===== src/rtl/ltrbs_pkg.sv =====
// ----------------------------------------------------------------------------
// ltrbs_pkg
// Shared types, constants and helpers for the luma row band segmenter.
// ----------------------------------------------------------------------------
package ltrbs_pkg;

  localparam int unsigned MAX_WIDTH  = 4096;
  localparam int unsigned MAX_HEIGHT = 4096;

  localparam int unsigned SIZE_W = 13;
  localparam int unsigned ROW_W  = 12;
  localparam int unsigned LUMA_W = 15;

  localparam logic [SIZE_W-1:0] SIZE_MIN  = 13'd3;
  localparam logic [SIZE_W-1:0] WIDTH_HI  =
    SIZE_W'((MAX_WIDTH < 4096) ? ((MAX_WIDTH < 3) ? 3 : MAX_WIDTH) : 4096);
  localparam logic [SIZE_W-1:0] HEIGHT_HI =
    SIZE_W'((MAX_HEIGHT < 4096) ? ((MAX_HEIGHT < 3) ? 3 : MAX_HEIGHT) : 4096);

  localparam logic [SIZE_W-1:0] WIDTH_RST  = 13'd640;
  localparam logic [SIZE_W-1:0] HEIGHT_RST = 13'd480;
  localparam logic [7:0]        THRESH_RST = 8'd127;

  localparam logic [LUMA_W-1:0] LUMA_KR   = 15'd30;
  localparam logic [LUMA_W-1:0] LUMA_KG   = 15'd59;
  localparam logic [LUMA_W-1:0] LUMA_KB   = 15'd11;
  localparam logic [LUMA_W-1:0] THRESH_K  = 15'd100;

  typedef enum logic [1:0] {
    CFG_FRAME_WIDTH    = 2'd0,
    CFG_FRAME_HEIGHT   = 2'd1,
    CFG_DARK_THRESHOLD = 2'd2
  } cfg_index_t;

  typedef struct packed {
    logic [7:0] red;
    logic [7:0] green;
    logic [7:0] blue;
  } ltrbs_in_t;

  typedef struct packed {
    logic [ROW_W-1:0] band_top;
    logic [ROW_W-1:0] band_bottom;
  } ltrbs_out_t;

  function automatic logic [SIZE_W-1:0] clamp_size(input logic [SIZE_W-1:0] v,
                                                   input logic [SIZE_W-1:0] hi);
    logic [SIZE_W-1:0] res;
    if (v < SIZE_MIN) begin
      res = SIZE_MIN;
    end else if (v > hi) begin
      res = hi;
    end else begin
      res = v;
    end
    return res;
  endfunction

endpackage


===== src/rtl/luma_threshold_row_band_segmenter_unit.sv =====
// ----------------------------------------------------------------------------
// luma_threshold_row_band_segmenter_unit
// Thresholds RGB pixels on luma, tracks dark rows and emits text row bands.
// ----------------------------------------------------------------------------
// Output: a band reaches out_valid after the last pixel of the empty row that closes it
//   passes the pixel register and then the result register; an output stall can hold it.
// Throughput: one pixel per cycle unless a pending result is stalled by out_ready; the
//   luma compare and counter update sit in one stage between the pixel and result registers.
// Reset: synchronous, active low; clears counters, row flags and valid bits,
//   and loads width 640, height 480, threshold 127.
module luma_threshold_row_band_segmenter_unit
  import ltrbs_pkg::*;
(
  input  logic              clk,
  input  logic              rst_n,
  input  logic              in_valid,
  output logic              in_ready,
  input  ltrbs_in_t         in_data,
  output logic              out_valid,
  input  logic              out_ready,
  output ltrbs_out_t        out_data,
  input  logic              cfg_we,
  input  logic [1:0]        cfg_index,
  input  logic [SIZE_W-1:0] cfg_wdata
);

  logic [SIZE_W-1:0] width_r;
  logic [SIZE_W-1:0] height_r;
  logic [7:0]        thresh_r;

  logic              pix_valid_r;
  ltrbs_in_t         pix_r;

  logic [ROW_W-1:0]  col_r,       col_nxt;
  logic [ROW_W-1:0]  row_r,       row_nxt;
  logic              cur_dark_r,  cur_dark_nxt;
  logic              prev_dark_r, prev_dark_nxt;
  logic [ROW_W-1:0]  start_r,     start_nxt;

  logic              out_valid_r;
  ltrbs_out_t        out_r;

  logic              advance;
  logic              emit;
  logic [SIZE_W-1:0] eff_w;
  logic [SIZE_W-1:0] eff_h;
  logic [SIZE_W-1:0] col_inc;
  logic [SIZE_W-1:0] row_inc;
  logic              col_last;
  logic              row_last;
  logic              border;
  logic [LUMA_W-1:0] luma100;
  logic [LUMA_W-1:0] thresh100;
  logic              pix_dark;
  logic              row_dark;

  // configuration
  always_ff @(posedge clk) begin
    if (!rst_n) begin
      width_r  <= WIDTH_RST;
      height_r <= HEIGHT_RST;
      thresh_r <= THRESH_RST;
    end else if (cfg_we) begin
      case (cfg_index_t'(cfg_index))
        CFG_FRAME_WIDTH:    width_r  <= cfg_wdata;
        CFG_FRAME_HEIGHT:   height_r <= cfg_wdata;
        CFG_DARK_THRESHOLD: thresh_r <= cfg_wdata[7:0];
        default: ;
      endcase
    end
  end

  assign advance  = pix_valid_r && (!out_valid_r || out_ready);
  assign in_ready = !pix_valid_r || advance;

  // pixel register
  always_ff @(posedge clk) begin
    if (!rst_n) begin
      pix_valid_r <= 1'b0;
    end else if (in_ready) begin
      pix_valid_r <= in_valid;
    end
  end

  always_ff @(posedge clk) begin
    if (in_ready && in_valid) begin
      pix_r <= in_data;
    end
  end

  // classify and advance counters
  always_comb begin
    eff_w     = clamp_size(width_r, WIDTH_HI);
    eff_h     = clamp_size(height_r, HEIGHT_HI);
    col_inc   = {1'b0, col_r} + 13'd1;
    row_inc   = {1'b0, row_r} + 13'd1;
    col_last  = col_inc >= eff_w;
    row_last  = row_inc >= eff_h;
    border    = (col_r == '0) || col_last || (row_r == '0) || row_last;
    luma100   = LUMA_W'(pix_r.red) * LUMA_KR + LUMA_W'(pix_r.green) * LUMA_KG
              + LUMA_W'(pix_r.blue) * LUMA_KB;
    thresh100 = LUMA_W'(thresh_r) * THRESH_K;
    pix_dark  = !border && (luma100 < thresh100);
    row_dark  = cur_dark_r || pix_dark;

    col_nxt       = col_inc[ROW_W-1:0];
    row_nxt       = row_r;
    cur_dark_nxt  = row_dark;
    prev_dark_nxt = prev_dark_r;
    start_nxt     = start_r;
    emit          = 1'b0;

    if (col_last) begin
      if (row_dark && !prev_dark_r) begin
        start_nxt = row_r - 12'd1;
      end
      emit          = !row_dark && prev_dark_r;
      prev_dark_nxt = row_dark;
      cur_dark_nxt  = 1'b0;
      col_nxt       = '0;
      if (row_last) begin
        row_nxt       = '0;
        prev_dark_nxt = 1'b0;
      end else begin
        row_nxt = row_inc[ROW_W-1:0];
      end
    end
  end

  always_ff @(posedge clk) begin
    if (!rst_n) begin
      col_r       <= '0;
      row_r       <= '0;
      cur_dark_r  <= 1'b0;
      prev_dark_r <= 1'b0;
      start_r     <= '0;
    end else if (advance) begin
      col_r       <= col_nxt;
      row_r       <= row_nxt;
      cur_dark_r  <= cur_dark_nxt;
      prev_dark_r <= prev_dark_nxt;
      start_r     <= start_nxt;
    end
  end

  // result register
  always_ff @(posedge clk) begin
    if (!rst_n) begin
      out_valid_r <= 1'b0;
    end else if (advance) begin
      out_valid_r <= emit;
    end else if (out_ready) begin
      out_valid_r <= 1'b0;
    end
  end

  always_ff @(posedge clk) begin
    if (advance && emit) begin
      out_r.band_top    <= start_r;
      out_r.band_bottom <= row_r;
    end
  end

  assign out_valid = out_valid_r;
  assign out_data  = out_r;

`ifndef SYNTHESIS
  a_stall_only_when_full: assert property (@(posedge clk) disable iff (!rst_n)
    !in_ready |-> (pix_valid_r && out_valid_r && !out_ready))
    else $error("input stalled without a blocked result");

  a_result_drains: assert property (@(posedge clk) disable iff (!rst_n)
    (out_valid_r && out_ready && !advance) |=> !out_valid_r)
    else $error("result held after its transfer");

  a_frame_end_clears: assert property (@(posedge clk) disable iff (!rst_n)
    (advance && col_last && row_last) |=> (!prev_dark_r && row_r == '0 && col_r == '0))
    else $error("frame end did not clear row state");
`endif

endmodule

===== config.mk =====
export PLATFORM = sky130hd
export DESIGN_NAME = luma_threshold_row_band_segmenter_unit
export DESIGN_NICKNAME = d
export VERILOG_FILES = /design/src/rtl/ltrbs_pkg.sv /design/src/rtl/luma_threshold_row_band_segmenter_unit.sv
export SDC_FILE = /design/constraint.sdc
export NUM_CORES = 1
export LEC_CHECK = 0
export ABC_AREA = 0
export BUFFER_PORTS_ARGS = -buffer_cell sky130_fd_sc_hd__buf_2
export CORE_UTILIZATION = 25
export CTS_CLUSTER_DIAMETER = 200
export DETAILED_ROUTE_END_ITERATION = 10
export SLEW_MARGIN = 0
export SYNTH_ARGS = -nofsm -noshare
export SYNTH_HDL_FRONTEND = slang
export SYNTH_SLANG_ARGS = --single-unit

===== constraint.sdc =====
create_clock -name clk -period 7.18 [get_ports clk]
set_clock_uncertainty 0.2 [all_clocks]
set_input_delay 0 -clock clk [delete_from_list [all_inputs] [get_ports clk]]
set_output_delay 0 -clock clk [all_outputs]
set_load 0.02 [all_outputs]

=== Word-level counts from Yosys, hierarchy flattened ===
Index checks and enable logic that the tools add are counted.

* Register bits: 122
* Input port bits: 44
* Output and inout port bits: 26
* Logic and storage cells: 70

* Add/sub/neg operators: 5
* Multipliers: 4
* $lt $le $gt $ge: 7
* Equality and inequality tests: 2
* Multiplexer cells: 11
* Reduce and logical (&&, ||, !) cells: 26

{| class="wikitable"
|+ Operators by type and width
! operator !! count
|-
| $mux W13 || 4
|-
| $add A12 B1 Y13 const B || 2
|-
| $ge A13 B13 Y1 || 2
|-
| $gt A13 B13 Y1 const B || 2
|-
| $lt A13 B2 Y1 const B || 2
|-
| $logic_not A12 Y1 || 2
|-
| $mul A8 B4 Y12 const B || 2
|-
| $mux W12 || 2
|-
| $add A13 B14 Y15 || 1
|-
| $add A15 B12 Y15 || 1
|-
| $lt A15 B15 Y1 || 1
|-
| $mul A8 B6 Y14 const B || 1
|-
| $mul A8 B5 Y13 const B || 1
|-
| $sub A12 B1 Y12 const B || 1
|-
| $reduce_and A2 Y1 || 4
|-
| $logic_and A1 B1 Y1 || 6
|-
| $logic_or A1 B1 Y1 || 6
|-
| $logic_not A1 Y1 || 5
|-
| $mux W1 || 5
|-
| $reduce_and A3 Y1 || 1
|-
| $eq A2 B1 Y1 const B || 1
|-
| $eq A2 B2 Y1 const B || 1
|-
| $logic_not A2 Y1 || 1
|-
| $reduce_bool A2 Y1 || 1
|}

=== Logic depth before layout (Yosys ltp) ===
* Depth after elaboration: 14
* Mapped depth: 26
* Depth with buffers taken out: 26

=== Least setup slack after synthesis ===
No wires, ideal clock.

* Kind: reg-to-reg
* Start point: register pix_r[16] (netlist name)
* End point: register cur_dark_r
* Library setup time: 0.092 ns
* Data arrival time: 6.271 ns
* Required time: 6.888 ns
* Slack: 0.617 ns
* Stages on the path, launching flop included: 24
* Path buffers: 0
* Clock period less this slack: 6.563 ns
* Cells stage by stage: edfxtp_1 > fa_1 > fa_1 > fa_1 > a21o_1 > a21oi_1 > xnor2_1 > fa_1 > fa_1 > inv_1 > fa_1 > inv_1 > ha_1 > o21a_1 > o21ai_0 > a211oi_1 > a2111oi_0 > xnor2_1 > ha_1 > a21oi_1 > nor2b_1 > o21ai_0 > a41oi_1 > nor4_1

* Longest elaborated chain between the ends: 7

{| class="wikitable"
|+ RTL lines
! element !! RTL line !! source
|-
| start, declared || luma_threshold_row_band_segmenter_unit.sv:32 || <nowiki>ltrbs_in_t pix_r;</nowiki>
|-
| start signal, assigned || luma_threshold_row_band_segmenter_unit.sv:87 || <nowiki>pix_r <= in_data;</nowiki>
|-
| $mul A8 B4 Y12 || luma_threshold_row_band_segmenter_unit.sv:100 || <nowiki>luma100 = LUMA_W'(pix_r.red) * LUMA_KR + LUMA_W'(pix_r.green) * LUMA_KG</nowiki>
|-
| $add A13 B14 Y15 || luma_threshold_row_band_segmenter_unit.sv:100 ||
|-
| $add A15 B12 Y15 || luma_threshold_row_band_segmenter_unit.sv:101 || <nowiki>+ LUMA_W'(pix_r.blue) * LUMA_KB;</nowiki>
|-
| $lt A15 B15 Y1 || luma_threshold_row_band_segmenter_unit.sv:103 || <nowiki>pix_dark = !border && (luma100 < thresh100);</nowiki>
|-
| $logic_and A1 B1 Y1 || luma_threshold_row_band_segmenter_unit.sv:103 ||
|-
| $logic_or A1 B1 Y1 || luma_threshold_row_band_segmenter_unit.sv:104 || <nowiki>row_dark = cur_dark_r || pix_dark;</nowiki>
|-
| $mux W1 || luma_threshold_row_band_segmenter_unit.sv:113 || <nowiki>if (col_last) begin</nowiki>
|-
| end signal, assigned || luma_threshold_row_band_segmenter_unit.sv:140 || <nowiki>cur_dark_r <= cur_dark_nxt;</nowiki>
|-
| end, declared || luma_threshold_row_band_segmenter_unit.sv:36 || <nowiki>logic cur_dark_r, cur_dark_nxt;</nowiki>
|}

Every way passes these cells.
A chain may end at the register's enable or synchronous reset.

=== Final worst setup path ===
* Start point: register pix_r[17] (netlist name)
* End point: register cur_dark_r

The elaborated chain is that of the path after synthesis.

==> flow_results.org <==
** Synth
- Post-synth design cell area :: 0.00949 mm²
- The cell count after synthesis came out at 982.
- The number of nets in the synthesized netlist is 1225.
- In the synthesized netlist the dominant register cell turns out to be sky130_fd_sc_hd__dfxtp_1.
- In the synthesized netlist the async set-or-reset flop fraction comes to 0.
- Post-synth EDFFs :: 48
- A synthesized cell averages 9.67 µm².
- Top cell type's share of synthesized area :: 0.174
- Top post-synthesis cells by area :: sky130_fd_sc_hd__ha_1 (17%), sky130_fd_sc_hd__dfxtp_1 (16%), sky130_fd_sc_hd__edfxtp_1 (15%)
- Sequential cell area fraction in the yosys report :: 0.308
- The number of different library cells used by synthesis comes to 63.
- For this run, the number of Yosys warnings is 0.
- The synthesized design spends more area on one cell type than any other, namely sky130_fd_sc_hd__ha_1.
- Flip-flop and latch count after synthesis :: 122

** Critical path
- Traced cell by cell, the critical path runs through fa_1 -> fa_1 -> fa_1 -> a21o_1 -> a21oi_2 -> o21ai_0 -> o41ai_1 -> xor2_1 -> fa_1 -> fa_1 -> inv_1 -> ha_1 -> and3_1 -> a2111oi_2 -> buf_4 -> xnor2_1 -> ha_1 -> a21oi_1 -> nor2b_1 -> o21ai_0 -> a41oi_1 -> nor4_1.
- STA classifies the critical path startpoint as a register.
- Among all stages on the critical path, the largest delay is contributed by sky130_fd_sc_hd__fa_1.
- Data arrival time of the critical path :: 6.79 ns
- Logic depth of the worst register-to-register path :: 22
- Critical setup path kind :: reg2reg
- Required time reported for the critical path endpoint :: 7.31 ns
- R2R Path Start :: pix_r[17]
- Across all register-to-register paths, the minimum setup slack is 0.52 ns.
- In this design, the stage delay of the slowest critical-path cell is 0.60 ns.
- In this run the critical register-to-register path is captured at cur_dark_r.
- CP most frequent cell :: sky130_fd_sc_hd__fa_1
- Of all nets on the critical path, the largest fanout is 5.
- The worst setup path is captured at a register.

** Floorplan
- The die is 197 µm tall.
- The floorplan step set the die width to 197 µm.
- After floorplanning, the core was divided into 71 placement rows.
- Die area :: 0.0388 mm²
- Initial Util :: 0.253
- In this run the standard cell core region covers 0.0375 mm².
- 70 I/O pins were placed.

** Route
- Wirelength, routed :: 20700 µm
- In the routed design, unresolved DRC markers number 0.
- Remaining antenna violation count :: 0
- Routed wire length per instance :: 12.7 µm
- Iteration count of the initial detailed-routing pass :: 5
- Overall via count from detail_route :: 7134
- After detailed routing, the number of vias per cell comes to 4.38.
- The detailed router finished its first iteration with 290 violations.

** Global route
- Residual overflow from global routing :: 0
- For met1 alone, demand over resource in global routing was 0.133.
- The via count of the first global-routing pass came to 7365.
- The first global-routing pass estimated 35300 µm of wire.
- In the global route stage, met2 resource usage came out at 0.204.
- The number of antenna violations at the first check in global routing is 0.
- Global routing met3 resource utilization :: 0.0221
- In this run the most used layer during global routing was met2.
- Across every metal layer, demand over resource in global routing totals 0.115.
- Entering global routing, the biggest net connects 40 pins.

** Pwr
- Worst ir drop on vdd :: 517 µV
- Leak pwr :: 0.00502 µW
- For this design the ratio of total power to cell area is 510 mW/mm².
- Overall power consumption after layout is estimated at 5870 µW.

** Clock tree
- Clock latency at the later pin of the worst-skew pair :: 0.43 ns
- In this run, CTS created clock tree buffers numbering 17.
- The tree is rooted in a sky130_fd_sc_hd__clkbuf_16.
- Total number of H-tree levels :: 4
- Num Clock Sinks :: 122
- TritonCTS clock tree :: yes
- Clock Path Buffers :: 2
- After clock tree synthesis, the clock-pin slew on the worst setup and hold paths is 0.06 ns.

** Worst hold path
- Origin of the worst min-delay path :: in_data[21]
- The path with the worst hold slack has its endpoint at pix_r[21].
- The worst hold path passes through 2 cells.
- The tightest min-delay check is of the in2reg type.

** Timing
- For the pin with the worst max-slew slack, the measured transition is 1.01 ns.
- Setup TNS :: 0 ns
- Worst slew margin relative to its limit :: 0.323
- RSZ-0062 raised after global routing :: no
- Setup violations remaining at the end of the flow were counted as 0.
- Final worst path period need :: 6.66 ns
- The final number of max-transition violations came to 0.
- In the finished design, the share of the clock period the worst path needs comes to 0.928.
- The count of endpoints failing hold in the final timing report came to 0.
- Timing would allow up to 150 MHz.

** Status
- Outcome :: finished, final reports clean

** Layout
- P&R area growth vs syn :: 21.3%
- Final core utilization :: 0.307
- Leaving out fill and tap cells, the most frequent cells in the layout are sky130_fd_sc_hd__ha_1 (132), sky130_fd_sc_hd__inv_1 (128), sky130_fd_sc_hd__nand2_1 (124).
- Final antenna diode count :: 0
- Leading cell type in the layout, fill and taps excluded :: sky130_fd_sc_hd__ha_1
- Ratio of cells with drive above 1 in the final layout :: 0.116
- After the last flow step, the layout net total stands at 1348.
- Number of fillers in the final layout :: 3936

** Placement
- Summed over all nets, the half-perimeter wirelength after detailed placement is 16200 µm.
- During placement, the flow inserted port buffers numbering 69.
- GPL Wtd Cong :: 0.809

** Flow run
- Max-cap violations in this run came to 0.
[report_power, final]
group          switching (µW)  internal, µW
Clock                     351           447
Sequential               35.9           743
Combinational            2310          1990
Total                    2690          3180
[synth_stat cells, types with 19 or more instances]
master,n
sky130_fd_sc_hd__xnor2_1,34
sky130_fd_sc_hd__xor2_1,19
sky130_fd_sc_hd__nand3_1,32
sky130_fd_sc_hd__a21oi_1,50
sky130_fd_sc_hd__ha_1,132
sky130_fd_sc_hd__o21ai_0,22
sky130_fd_sc_hd__fa_1,67
sky130_fd_sc_hd__inv_1,129
sky130_fd_sc_hd__dfxtp_1,74
sky130_fd_sc_hd__nor2_1,55
sky130_fd_sc_hd__edfxtp_1,48
sky130_fd_sc_hd__nand2_1,124
[final cells by class]
class / instances / area (µm²) / share of cell area
well taps: 511 / 639 / 0.0555
clock inverters: 14 / 111 / 0.00967
repair buffers: 130 / 943 / 0.0819
inverters: 132 / 495 / 0.0430
clock buffers: 18 / 429 / 0.0373
flip-flops and latches: 122 / 2920 / 0.254
multi-input cells: 702 / 5980 / 0.519
[stage by stage]
stage                     hold WS (ns)  worst slack (ns)  instances  instance area [µm²]
after floorplan                 -0.101             0.617        982                 9490
after global placement         -0.0236             0.361       1540                10400
after detailed placement       -0.0215             0.253       1540                10400
after CTS                       0.0527             0.221       1628                11500
after global routing            0.0724            0.0294       1629                11500
final                           0.0768             0.518       1629                11500
[how the worst max path moves through the flow]
stage | startpoint | endpoint | slack [ns] | depth (start not counted)
after floorplan | pix_r[16] | cur_dark_r | 0.62 | 23
after global placement | pix_r[16] | cur_dark_r | 0.36 | 24
after detailed placement | pix_r[16] | cur_dark_r | 0.25 | 24
after CTS | pix_r[16] | cur_dark_r | 0.22 | 24
after global routing | pix_r[18] | cur_dark_r | 0.03 | 27
final | pix_r[17] | cur_dark_r | 0.52 | 22
[routing by layer]
layer / vias up / wire [µm]
met5: - / 0
li1: 3599 / -
met4: 0 / 619
met2: 116 / 10300
met1: 3382 / 9150
met3: 37 / 679
[registers in the layout, indices dropped and copies added, names as in the netlist]
signal	count
col_r	12
cur_dark_r	1
height_r	13
out_data	24
out_valid	1
pix_r	24
pix_valid_r	1
prev_dark_r	1
row_r	12
start_r	12
thresh_r	8
width_r	13
[worst max-delay path: cells and delay by family (launching register included)]
| kind | cells | cell delay (ns) |
|---|---|---|
| simple gates | 3 | 0.55 |
| buf+inv | 2 | 0.21 |
| flops | 1 | 0.43 |
| compound gates | 8 | 1.68 |
| fa+ha+maj | 7 | 3.10 |
| xor+xnor | 2 | 0.36 |
[timing repair]
item | in CTS | in global routing
hold buffers | 56 | 0
resized for setup | 0 | 6
endpoints found under the hold margin | 64 | 0
setup endpoints to repair | 0 | 1
setup buffers | 0 | 1
[cells by family after synthesis]
logic type,share of synthesized area
buffers and inverters,0.0642
XOR/XNOR,0.0489
adder cells (fa/ha/maj),0.315
AO/OA/AOI/OAI,0.116
AND/OR/NAND/NOR,0.148
flip-flops,0.308
Power figures use the tool's default switching activity.
